`config.mk`:
```
export PLATFORM = sky130hd
export DESIGN_NAME = pi_velocity_hbridge_pwm_flat
export DESIGN_NICKNAME = d
export VERILOG_FILES = /design/src/sv/pvh_pkg.sv /design/src/sv/pvh_in_if.sv /design/src/sv/pvh_out_if.sv /design/src/sv/pvh_cfg_if.sv /design/src/sv/pvh_ctrl.sv /design/src/sv/pvh_datapath.sv /design/src/sv/pi_velocity_hbridge_pwm.sv /design/src/flat_wrapper.sv
export SDC_FILE = /design/constraint.sdc
export NUM_CORES = 2
export LEC_CHECK = 0
export BUFFER_PORTS_ARGS = -buffer_cell sky130_fd_sc_hd__buf_2
export CELL_PAD_IN_SITES_DETAIL_PLACEMENT = 1
export CELL_PAD_IN_SITES_GLOBAL_PLACEMENT = 1
export CORE_ASPECT_RATIO = 1.1
export CORE_UTILIZATION = 49
export CTS_BUF_LIST = sky130_fd_sc_hd__clkbuf_4 sky130_fd_sc_hd__clkbuf_8 sky130_fd_sc_hd__clkbuf_16
export CTS_CLUSTER_DIAMETER = 80
export DETAILED_ROUTE_END_ITERATION = 12
export PLACE_DENSITY = 0.89
export SYNTH_ARGS = -nofsm -noshare
export SYNTH_HDL_FRONTEND = slang
export SYNTH_SLANG_ARGS = --single-unit
```
`constraint.sdc`:
```
create_clock -name clk -period 10.6 [get_ports clk]
set_input_delay 2.12 -clock clk [delete_from_list [all_inputs] [get_ports clk]]
set_output_delay 2.12 -clock clk [all_outputs]
set_load 0.03 [all_outputs]
```
`src/sv/pvh_pkg.sv`:
```
// pvh_pkg: shared widths, register indexes and the controller-to-datapath command word
// used by every file of the pi_velocity_hbridge_pwm block; depends on nothing
`default_nettype none

package pvh_pkg;

    localparam int SpeedW   = 16;
    localparam int MeasW    = 15;
    localparam int DutyW    = 17;
    localparam int ErrW     = 17;
    localparam int IntW     = 32;
    localparam int GainW    = 16;
    localparam int BitsW    = 5;
    localparam int CfgIdxW  = 2;
    localparam int CfgDataW = 17;

    // register indexes on the configuration channel
    localparam logic [CfgIdxW-1:0] REG_P_GAIN   = 2'd0;
    localparam logic [CfgIdxW-1:0] REG_I_GAIN   = 2'd1;
    localparam logic [CfgIdxW-1:0] REG_MIN_DUTY = 2'd2;
    localparam logic [CfgIdxW-1:0] REG_PWM_BITS = 2'd3;

    localparam logic [BitsW-1:0] PWM_BITS_RST = 5'd8;
    localparam logic [BitsW-1:0] PWM_BITS_MIN = 5'd1;
    localparam logic [BitsW-1:0] PWM_BITS_MAX = 5'd16;

    // +1.0 in Q1.16
    localparam logic [DutyW-1:0] DRIVE_ONE = 17'h10000;

    typedef struct packed {
        logic load_in;   // capture word, form error and integrator
        logic mul;       // gain products, duty span
        logic drive;     // pi sum, clamp, magnitude
        logic emit;      // duty, direction, result register
    } pvh_cmd_t;

endpackage

`default_nettype wire

```
`src/sv/pvh_in_if.sv`:
```
// pvh_in_if: input channel carrying one control tick (target and measured speed)
// depends on pvh_pkg for field widths
`default_nettype none

interface pvh_in_if;
    logic                              valid;
    logic                              ready;
    logic signed [pvh_pkg::SpeedW-1:0] target_speed;
    logic        [pvh_pkg::MeasW-1:0]  measured_speed_abs;

    modport source (output valid, output target_speed, output measured_speed_abs,
                    input ready);
    modport sink   (input valid, input target_speed, input measured_speed_abs,
                    output ready);
endinterface

`default_nettype wire

```
`src/sv/pvh_out_if.sv`:
```
// pvh_out_if: result channel carrying bridge duties, direction and error
// depends on pvh_pkg for field widths
`default_nettype none

interface pvh_out_if;
    logic                            valid;
    logic                            ready;
    logic        [pvh_pkg::DutyW-1:0] duty_forward;
    logic        [pvh_pkg::DutyW-1:0] duty_reverse;
    logic                             moving_forward;
    logic signed [pvh_pkg::ErrW-1:0]  speed_error;
    logic        [pvh_pkg::DutyW-1:0] duty_level;

    modport source (output valid, output duty_forward, output duty_reverse,
                    output moving_forward, output speed_error, output duty_level,
                    input ready);
    modport sink   (input valid, input duty_forward, input duty_reverse,
                    input moving_forward, input speed_error, input duty_level,
                    output ready);
endinterface

`default_nettype wire

```
`src/sv/pvh_cfg_if.sv`:
```
// pvh_cfg_if: register write channel (index and data)
// depends on pvh_pkg for field widths
`default_nettype none

interface pvh_cfg_if;
    logic                            valid;
    logic                            ready;
    logic [pvh_pkg::CfgIdxW-1:0]     index;
    logic [pvh_pkg::CfgDataW-1:0]    data;

    modport source (output valid, output index, output data, input ready);
    modport sink   (input valid, input index, input data, output ready);
endinterface

`default_nettype wire

```
`src/sv/pvh_ctrl.sv`:
```
// pvh_ctrl: sequencer that steps one word through the datapath and owns the handshakes
// depends on pvh_pkg for the command struct
`default_nettype none

module pvh_ctrl (
    input  wire logic              clk,
    input  wire logic              rst_n,
    input  wire logic              in_valid,
    output logic                   in_ready,
    output logic                   out_valid,
    input  wire logic              out_ready,
    output pvh_pkg::pvh_cmd_t      cmd
);

    localparam logic [1:0] ST_IDLE = 2'd0;
    localparam logic [1:0] ST_MUL  = 2'd1;
    localparam logic [1:0] ST_DRV  = 2'd2;
    localparam logic [1:0] ST_DUTY = 2'd3;

    logic [1:0] state_reg, state_next;
    logic       out_valid_reg, out_valid_next;
    logic       out_space;

    assign in_ready  = (state_reg == ST_IDLE);
    assign out_valid = out_valid_reg;
    assign out_space = !out_valid_reg || out_ready;

    always_comb
    begin
        state_next     = state_reg;
        out_valid_next = out_valid_reg && !out_ready;
        cmd            = '0;
        unique case (state_reg)
            ST_IDLE:
            begin
                if (in_valid)
                begin
                    cmd.load_in = 1'b1;
                    state_next  = ST_MUL;
                end
            end
            ST_MUL:
            begin
                cmd.mul    = 1'b1;
                state_next = ST_DRV;
            end
            ST_DRV:
            begin
                cmd.drive  = 1'b1;
                state_next = ST_DUTY;
            end
            ST_DUTY:
            begin
                // hold until the result register is free
                if (out_space)
                begin
                    cmd.emit       = 1'b1;
                    out_valid_next = 1'b1;
                    state_next     = ST_IDLE;
                end
            end
            default:
            begin
                state_next = ST_IDLE;
            end
        endcase
    end

    always_ff @(posedge clk or negedge rst_n)
    begin
        if (!rst_n)
        begin
            state_reg     <= ST_IDLE;
            out_valid_reg <= 1'b0;
        end
        else
        begin
            state_reg     <= state_next;
            out_valid_reg <= out_valid_next;
        end
    end

endmodule

`default_nettype wire

```
`src/sv/pvh_datapath.sv`:
```
// pvh_datapath: config registers, integrator, gain products, clamp, duty scaling, result register
// depends on pvh_pkg; driven by pvh_ctrl through pvh_cmd_t
`default_nettype none

module pvh_datapath (
    input  wire logic                              clk,
    input  wire logic                              rst_n,
    input  wire pvh_pkg::pvh_cmd_t                 cmd,
    input  wire logic                              cfg_we,
    input  wire logic [pvh_pkg::CfgIdxW-1:0]       cfg_index,
    input  wire logic [pvh_pkg::CfgDataW-1:0]      cfg_data,
    input  wire logic signed [pvh_pkg::SpeedW-1:0] target_speed,
    input  wire logic [pvh_pkg::MeasW-1:0]         measured_speed_abs,
    output logic [pvh_pkg::DutyW-1:0]              duty_forward,
    output logic [pvh_pkg::DutyW-1:0]              duty_reverse,
    output logic                                   moving_forward,
    output logic signed [pvh_pkg::ErrW-1:0]        speed_error,
    output logic [pvh_pkg::DutyW-1:0]              duty_level
);

    localparam int DW = pvh_pkg::DutyW;
    localparam int EW = pvh_pkg::ErrW;
    localparam int IW = pvh_pkg::IntW;
    localparam int GW = pvh_pkg::GainW;
    localparam int PPW = EW + GW + 1;      // error x gain
    localparam int PIW = IW + GW + 1;      // integral x gain
    localparam int SW  = PIW + 1;          // pi sum
    localparam int MW  = 2 * DW;           // span x magnitude

    // configuration
    logic [GW-1:0]               p_gain_reg, i_gain_reg;
    logic [DW-1:0]               offset_reg;
    logic [pvh_pkg::BitsW-1:0]   pwm_bits_reg;

    // state
    logic signed [IW-1:0]        integral_reg, integral_next;
    logic                        dir_reg, dir_next;

    // working registers
    logic signed [EW-1:0]        err_reg, err_next;
    logic signed [PPW-1:0]       prod_p_reg, prod_p_next;
    logic signed [PIW-1:0]       prod_i_reg, prod_i_next;
    logic [DW-1:0]               span_reg, span_next;
    logic [DW-1:0]               offs_reg, offs_next;
    logic [DW-1:0]               mag_reg, mag_next;
    logic                        pos_reg, pos_next;
    logic                        neg_reg, neg_next;

    // result register
    logic [DW-1:0]               fwd_reg, rev_reg, level_reg, duty_next;
    logic                        mov_reg;
    logic signed [EW-1:0]        serr_reg;

    logic signed [EW-1:0]        meas_signed;
    logic signed [IW:0]          sum_wide;
    logic [pvh_pkg::BitsW-1:0]   bits_eff;
    logic [DW-1:0]               full_scale;
    logic signed [SW-1:0]        drive_sum, drive_neg;
    logic [MW-1:0]               scaled;

    // error and saturating integrator
    always_comb
    begin
        meas_signed = dir_reg ? $signed({2'b00, measured_speed_abs})
                              : -$signed({2'b00, measured_speed_abs});
        err_next = $signed({target_speed[pvh_pkg::SpeedW-1], target_speed}) - meas_signed;
        sum_wide = $signed({integral_reg[IW-1], integral_reg})
                 + $signed({{(IW+1-EW){err_next[EW-1]}}, err_next});
        if (sum_wide[IW] != sum_wide[IW-1])
            integral_next = sum_wide[IW] ? {1'b1, {(IW-1){1'b0}}} : {1'b0, {(IW-1){1'b1}}};
        else
            integral_next = sum_wide[IW-1:0];
    end

    // gain products and effective pwm span
    always_comb
    begin
        prod_p_next = err_reg * $signed({1'b0, p_gain_reg});
        prod_i_next = integral_reg * $signed({1'b0, i_gain_reg});
        if (pwm_bits_reg < pvh_pkg::PWM_BITS_MIN)
            bits_eff = pvh_pkg::PWM_BITS_MIN;
        else if (pwm_bits_reg > pvh_pkg::PWM_BITS_MAX)
            bits_eff = pvh_pkg::PWM_BITS_MAX;
        else
            bits_eff = pwm_bits_reg;
        full_scale = DW'(1) << bits_eff;
        offs_next  = (offset_reg > full_scale) ? full_scale : offset_reg;
        span_next  = full_scale - offs_next;
    end

    // pi sum, clamp to +-1.0, magnitude
    always_comb
    begin
        drive_sum = $signed({{(SW-PPW){prod_p_reg[PPW-1]}}, prod_p_reg})
                  + $signed({prod_i_reg[PIW-1], prod_i_reg});
        drive_neg = -drive_sum;
        pos_next  = !drive_sum[SW-1] && (drive_sum != '0);
        neg_next  = drive_sum[SW-1];
        if (drive_sum > $signed({{(SW-DW){1'b0}}, pvh_pkg::DRIVE_ONE}))
            mag_next = pvh_pkg::DRIVE_ONE;
        else if (drive_neg > $signed({{(SW-DW){1'b0}}, pvh_pkg::DRIVE_ONE}))
            mag_next = pvh_pkg::DRIVE_ONE;
        else if (neg_next)
            mag_next = drive_neg[DW-1:0];
        else
            mag_next = drive_sum[DW-1:0];
    end

    // duty and direction
    always_comb
    begin
        scaled    = span_reg * mag_reg;
        duty_next = offs_reg + scaled[DW+15:16];
        if (pos_reg)
            dir_next = 1'b1;
        else if (neg_reg)
            dir_next = 1'b0;
        else
            dir_next = dir_reg;
    end

    always_ff @(posedge clk or negedge rst_n)
    begin
        if (!rst_n)
        begin
            p_gain_reg   <= '0;
            i_gain_reg   <= '0;
            offset_reg   <= '0;
            pwm_bits_reg <= pvh_pkg::PWM_BITS_RST;
            integral_reg <= '0;
            dir_reg      <= 1'b1;
        end
        else
        begin
            if (cfg_we)
            begin
                unique case (cfg_index)
                    pvh_pkg::REG_P_GAIN:   p_gain_reg   <= cfg_data[GW-1:0];
                    pvh_pkg::REG_I_GAIN:   i_gain_reg   <= cfg_data[GW-1:0];
                    pvh_pkg::REG_MIN_DUTY: offset_reg   <= cfg_data[DW-1:0];
                    pvh_pkg::REG_PWM_BITS: pwm_bits_reg <= cfg_data[pvh_pkg::BitsW-1:0];
                    default:               p_gain_reg   <= p_gain_reg;
                endcase
            end
            if (cmd.load_in)
                integral_reg <= integral_next;
            if (cmd.emit)
                dir_reg <= dir_next;
        end
    end

    always_ff @(posedge clk)
    begin
        if (cmd.load_in)
            err_reg <= err_next;
        if (cmd.mul)
        begin
            prod_p_reg <= prod_p_next;
            prod_i_reg <= prod_i_next;
            offs_reg   <= offs_next;
            span_reg   <= span_next;
        end
        if (cmd.drive)
        begin
            mag_reg <= mag_next;
            pos_reg <= pos_next;
            neg_reg <= neg_next;
        end
        if (cmd.emit)
        begin
            fwd_reg   <= pos_reg ? duty_next : '0;
            rev_reg   <= neg_reg ? duty_next : '0;
            level_reg <= duty_next;
            mov_reg   <= dir_next;
            serr_reg  <= err_reg;
        end
    end

    assign duty_forward   = fwd_reg;
    assign duty_reverse   = rev_reg;
    assign duty_level     = level_reg;
    assign moving_forward = mov_reg;
    assign speed_error    = serr_reg;

endmodule

`default_nettype wire

```
`src/sv/pi_velocity_hbridge_pwm.sv`:
```
// pi_velocity_hbridge_pwm: top level of the pi speed controller with h-bridge pwm duties
// depends on pvh_pkg, pvh_in_if, pvh_out_if, pvh_cfg_if, pvh_ctrl, pvh_datapath
//
//  channel  | dir | fields                                       | accepted when
//  ---------+-----+----------------------------------------------+---------------
//  in_ch    | in  | target_speed, measured_speed_abs             | valid && ready
//  out_ch   | out | duty_forward, duty_reverse, moving_forward,  | valid && ready
//           |     | speed_error, duty_level                      |
//  cfg_ch   | in  | index (p_gain, i_gain, min_duty, pwm_bits),  | valid && ready
//           |     | data                                         |
//
//  one word passes four steps: accept (error and integrator), gain products,
//  pi sum and clamp, duty scaling into the result register
//  the fixed four-step sequencer runs them in that order; a new word is taken once
//  the previous one has reached the result register
//  a stalled result holds the last step until the result register frees up
//  reset clears the integrator, sets direction forward and loads register defaults
//  the config channel is always ready
`default_nettype none

module pi_velocity_hbridge_pwm (
    input  wire logic  clk,
    input  wire logic  rst_n,
    pvh_in_if.sink     in_ch,
    pvh_out_if.source  out_ch,
    pvh_cfg_if.sink    cfg_ch
);

    pvh_pkg::pvh_cmd_t cmd;
    logic              cfg_we;

    // register writes land whenever presented
    assign cfg_ch.ready = 1'b1;
    assign cfg_we       = cfg_ch.valid;

    // sequencer: input/output handshakes and step commands
    pvh_ctrl u_ctrl (
        .clk       (clk),
        .rst_n     (rst_n),
        .in_valid  (in_ch.valid),
        .in_ready  (in_ch.ready),
        .out_valid (out_ch.valid),
        .out_ready (out_ch.ready),
        .cmd       (cmd)
    );

    // arithmetic, state and the result register
    pvh_datapath u_datapath (
        .clk                (clk),
        .rst_n              (rst_n),
        .cmd                (cmd),
        .cfg_we             (cfg_we),
        .cfg_index          (cfg_ch.index),
        .cfg_data           (cfg_ch.data),
        .target_speed       (in_ch.target_speed),
        .measured_speed_abs (in_ch.measured_speed_abs),
        .duty_forward       (out_ch.duty_forward),
        .duty_reverse       (out_ch.duty_reverse),
        .moving_forward     (out_ch.moving_forward),
        .speed_error        (out_ch.speed_error),
        .duty_level         (out_ch.duty_level)
    );

endmodule

`default_nettype wire

```
`src/flat_wrapper.sv`:
```
// flat-port wrapper written by rule: the top's interface ports become plain ports
module pi_velocity_hbridge_pwm_flat 
  (clk, rst_n, in_ch_valid, in_ch_target_speed, in_ch_measured_speed_abs, in_ch_ready, out_ch_valid, out_ch_duty_forward, out_ch_duty_reverse, out_ch_moving_forward, out_ch_speed_error, out_ch_duty_level, out_ch_ready, cfg_ch_valid, cfg_ch_index, cfg_ch_data, cfg_ch_ready);
  pvh_in_if in_ch_i ();
  pvh_out_if out_ch_i ();
  pvh_cfg_if cfg_ch_i ();
  input  wire logic clk;
  input  wire logic rst_n;
  input wire logic [$bits(in_ch_i.valid)-1:0] in_ch_valid;
  input wire logic [$bits(in_ch_i.target_speed)-1:0] in_ch_target_speed;
  input wire logic [$bits(in_ch_i.measured_speed_abs)-1:0] in_ch_measured_speed_abs;
  output wire logic [$bits(in_ch_i.ready)-1:0] in_ch_ready;
  output wire logic [$bits(out_ch_i.valid)-1:0] out_ch_valid;
  output wire logic [$bits(out_ch_i.duty_forward)-1:0] out_ch_duty_forward;
  output wire logic [$bits(out_ch_i.duty_reverse)-1:0] out_ch_duty_reverse;
  output wire logic [$bits(out_ch_i.moving_forward)-1:0] out_ch_moving_forward;
  output wire logic [$bits(out_ch_i.speed_error)-1:0] out_ch_speed_error;
  output wire logic [$bits(out_ch_i.duty_level)-1:0] out_ch_duty_level;
  input wire logic [$bits(out_ch_i.ready)-1:0] out_ch_ready;
  input wire logic [$bits(cfg_ch_i.valid)-1:0] cfg_ch_valid;
  input wire logic [$bits(cfg_ch_i.index)-1:0] cfg_ch_index;
  input wire logic [$bits(cfg_ch_i.data)-1:0] cfg_ch_data;
  output wire logic [$bits(cfg_ch_i.ready)-1:0] cfg_ch_ready;
  assign in_ch_i.valid = in_ch_valid;
  assign in_ch_i.target_speed = in_ch_target_speed;
  assign in_ch_i.measured_speed_abs = in_ch_measured_speed_abs;
  assign in_ch_ready = in_ch_i.ready;
  assign out_ch_valid = out_ch_i.valid;
  assign out_ch_duty_forward = out_ch_i.duty_forward;
  assign out_ch_duty_reverse = out_ch_i.duty_reverse;
  assign out_ch_moving_forward = out_ch_i.moving_forward;
  assign out_ch_speed_error = out_ch_i.speed_error;
  assign out_ch_duty_level = out_ch_i.duty_level;
  assign out_ch_i.ready = out_ch_ready;
  assign cfg_ch_i.valid = cfg_ch_valid;
  assign cfg_ch_i.index = cfg_ch_index;
  assign cfg_ch_i.data = cfg_ch_data;
  assign cfg_ch_ready = cfg_ch_i.ready;
  pi_velocity_hbridge_pwm u_core (.clk(clk), .rst_n(rst_n), .in_ch(in_ch_i), .out_ch(out_ch_i), .cfg_ch(cfg_ch_i));
endmodule
```
==> summary.md <==
| Metric | Value |
|---|---|
| Status | `completed` |
| Routed length per instance | `26.8 microns` |
| GRT Util Overall | `0.355` |
| Hold Path Origin | `u_core.u_datapath.integral_reg[16]` |
| Ratio of cells with drive above 1 in the final layout | `0.0587` |
| Post-synthesis register bit count | `between 300 and 400` |
| RSZ-0062 raised after global routing | `false` |
| Final Cycle Share | `0.892` |
| Number of port buffers | `125` |
| Async set-or-reset flop fraction in the synthesized netlist | `0.288` |
| WS Path Type | `in2reg` |
| Initial DRC count | `roughly 3,600` |
| R2r worst-path depth | `32` |
| Fillers | `about 13,000` |
| Site Rows | `130` |
| Slew Limit Headroom | `0.126` |
| First-pass GRT wire length | `319,000 microns` |
| Final ANT Viol Nets | `0` |
| Core Region | `about 110,000 sq um` |
| Post-CTS repair timing setup buffer count | `0` |
| Avg Cell Area, Syn | `between 9 and 10 sq um` |
| Critical Path Sink Type | `flip-flop` |
| Met1 wire length | `68,300 microns` |
| Gr ovfl total | `0` |
| Met2 wire len | `102,000 microns` |
| Hold buffer count at CTS | `0` |
| CP bufs+invs | `2` |
| Clk sinks | `about 310` |
| Post-CTS sizing | `0` |
| Critical path depth | `31` |
| Final setup viols | `0` |
| Reg-to-reg endpoint | `u_core.u_datapath.duty_forward[16]` |
| Max incr delay on CP | `between 700 and 800 ps` |
| Chip height | `roughly 360 microns` |
| Critical Path AT | `between 9000 and 10,000 ps` |
| Final Cell Area | `~61,000 sq um` |
| Placer Congestion | `roughly 0.96` |
| Crit-path most repeated cell | `o21ai_0` |
| Final WL | `~210,000 microns` |
| Placed Area | `about 59,000 sq um` |
| Die area | `roughly 120,000 sq um` |
| Post-synthesis to final-layout area growth | `6.12%` |
| Hold path depth | `2` |
| Post-synthesis cell type count | `roughly 110` |
| Cts bufs inserted | `43` |
| F_max | `approximately 0.11 GHz` |
| Hold Vio Cnt, Final | `0` |
| Clock Path Buffers | `3` |
| Required @ worst endpoint | `between 10,000 and 15,000 ps` |
| Largest register FFs | `49` |
| Die span in x | `between 300 and 400 microns` |
| Io pins | `between 100 and 150` |
| TritonRoute pass-1 iters | `5` |
| Clock Pin Slew Worst Setup and Hold Paths | `60 ps` |
| Via count of the first global-routing pass | `54,600` |
| Starting Density | `0.497` |
| Largest net degree at the start of global routing | `68` |
| Max layer used | `met5` |
| Routed vias | `around 47,000` |
| Hold Path Class | `reg2reg` |
| Synth Flop Type | `edfxtp_1` |
| CTS tree | `yes` |
| CTS Root Cell | `clkbuf_16` |
| Vias per cell | `6.11` |
| Worst-Skew Late Latency | `between 600 and 700 ps` |
| CTS H-tree depth | `2` |
| Min Tclk post-route | `9460 ps` |
| FF-to-FF Start | `u_core.u_datapath.mag_reg[8]` |
| Crit Path Max Fanout | `37` |
| Hpwl dp | `~150,000 microns` |
| Startpoint class of the critical path | `input pin` |
| Max_cap viols | `0` |
| Max-slew violation count | `0` |
| Mapped cell area | `around 57,000 sq um` |
| Nets | `around 7,600` |
| Wire length on met3 | `17,500 microns` |
| Slowest CP cell | `or3b_2` |
| Setup TNS | `0 ps` |
| Hold Path Sink | `u_core.u_datapath.integral_reg[16]` |
| Register area share after synthesis | `0.156` |
| DRC | `0` |
| Syn. warnings | `0` |
| Worst-margin pin slew | `around 1300 ps` |
| Reg2Reg Setup Slack | `between 1000 and 1500 ps` |
| Gate Count Post-Synth | `roughly 6,100` |
| Antenna violations before repair | `19` |
| Final Skew | `roughly 63 ps` |
| Post-synth EDFFs | `between 200 and 250` |
| CP delay by family, top | `compound AO/OA/AOI/OAI gates` |
-- cells in the mapped netlist (10+ instances only) --
| cell type | count | share of area |
|---|---|---|
| dfrtp_1 | 88 | 0.039 |
| nor3b_1 | 15 | 0.0020 |
| xor2_1 | 47 | 0.0072 |
| and2_1 | 511 | 0.056 |
| a21boi_0 | 27 | 0.0036 |
| o31ai_1 | 46 | 0.0061 |
| or4_1 | 10 | 0.0013 |
| o2111ai_1 | 11 | 0.0017 |
| a31oi_1 | 15 | 0.0016 |
| nor4_1 | 13 | 0.0014 |
| ha_1 | 459 | 0.10 |
| nor2_1 | 253 | 0.017 |
| mux2i_1 | 22 | 0.0039 |
| a211oi_1 | 23 | 0.0030 |
| fa_1 | 994 | 0.35 |
| nand2_1 | 780 | 0.051 |
| inv_1 | 1234 | 0.081 |
| nor3_1 | 75 | 0.0066 |
| o21a_1 | 41 | 0.0054 |
| nand4_1 | 29 | 0.0032 |
| a21o_1 | 80 | 0.011 |
| a21oi_1 | 206 | 0.018 |
| or3_1 | 25 | 0.0027 |
| o21ai_0 | 111 | 0.0097 |
| and3_1 | 25 | 0.0027 |
| edfxtp_1 | 222 | 0.12 |
| clkbuf_1 | 204 | 0.013 |
| o211ai_1 | 20 | 0.0026 |
| xnor2_1 | 161 | 0.025 |
| o21bai_1 | 28 | 0.0037 |
| nor2b_1 | 28 | 0.0031 |
| nand3_1 | 53 | 0.0046 |
| nand2b_1 | 26 | 0.0028 |
| mux2_2 | 56 | 0.011 |
-- per-layer routing --
metal,track usage,up-vias
met5,0,-
met4,0.281,16
met3,0.101,1242
met2,0.602,2671
met1,0.367,23900
li1,-,19300
-- cell families (layout without fill, tap and decap cells) --
family / Yosys count / in the layout / synth area share
simple gates: 1898 / 1898 / 0.164
flops: 312 / 312 / 0.156
mux: 78 / 78 / 0.0149
compound gates: 734 / 734 / 0.0872
other cells: 2 / 23 / 0.000132
fa+ha+maj: 1453 / 1453 / 0.449
xor+xnor: 210 / 210 / 0.0325
buf+inv: 1453 / 1481 / 0.0961
-- worst min-delay path, delay by kind of cell (launching register included) --
| kind | cells | cell delay [ps] |
|---|---|---|
| flip-flops | 1 | 340 |
| AO/OA/AOI/OAI | 1 | 60 |
| AND/OR/NAND/NOR | 1 | 50 |
-- worst max path at each step --
stage,startpoint,to
floorplan,u_core.u_datapath.mag_reg[8],u_core.u_datapath.duty_forward[16]
global placement,u_core.u_datapath.mag_reg[5],u_core.u_datapath.duty_forward[16]
detailed placement,u_core.u_datapath.mag_reg[8],u_core.u_datapath.duty_forward[16]
finish,in_ch_measured_speed_abs[0],u_core.u_datapath.integral_reg[11]
global route,in_ch_measured_speed_abs[1],u_core.u_datapath.integral_reg[11]
CTS,u_core.u_datapath.mag_reg[8],u_core.u_datapath.duty_forward[16]
-- cell type report --
cell class	count	area, sq um	area share
multi-input combinational	4376	42700	0.705
sequential	312	8920	0.147
inverter	1235	4640	0.0765
tap	1518	1900	0.0314
clock buffer	56	1190	0.0197
timing repair buffer	168	951	0.0157
clock inverter	22	224	0.00370
antenna	20	50.0	0.000826
-- placed cells by master, fill, tap and decap left out, types with 47 or more instances in the layout --
master / n
inv_1: 1234
fa_1: 994
nand2_1: 779
and2_1: 510
ha_1: 458
nor2_1: 253
edfxtp_1: 222
a21oi_1: 206
xnor2_1: 161
buf_2: 124
o21ai_0: 111
dfrtp_1: 88
a21o_1: 80
nor3_1: 75
mux2_2: 56
nand3_1: 53
xor2_1: 47
-- stage by stage --
stage / hold WS [ps] / util / worst slack (ps) / std cells
2_1_floorplan: 494 / - / 2340 / 6141
3_3_place_gp: 462 / 0.515 / 1760 / 7609
3_5_place_dp: 468 / 0.515 / 1290 / 7609
4_1_cts: 480 / 0.527 / 1250 / 7687
5_1_grt: 519 / 0.527 / 774 / 7695
6_report: 477 / 0.527 / 1140 / 7707
Power is not shown: default switching activity piles up to over one toggle a cycle in this logic, so the estimate is an artifact.
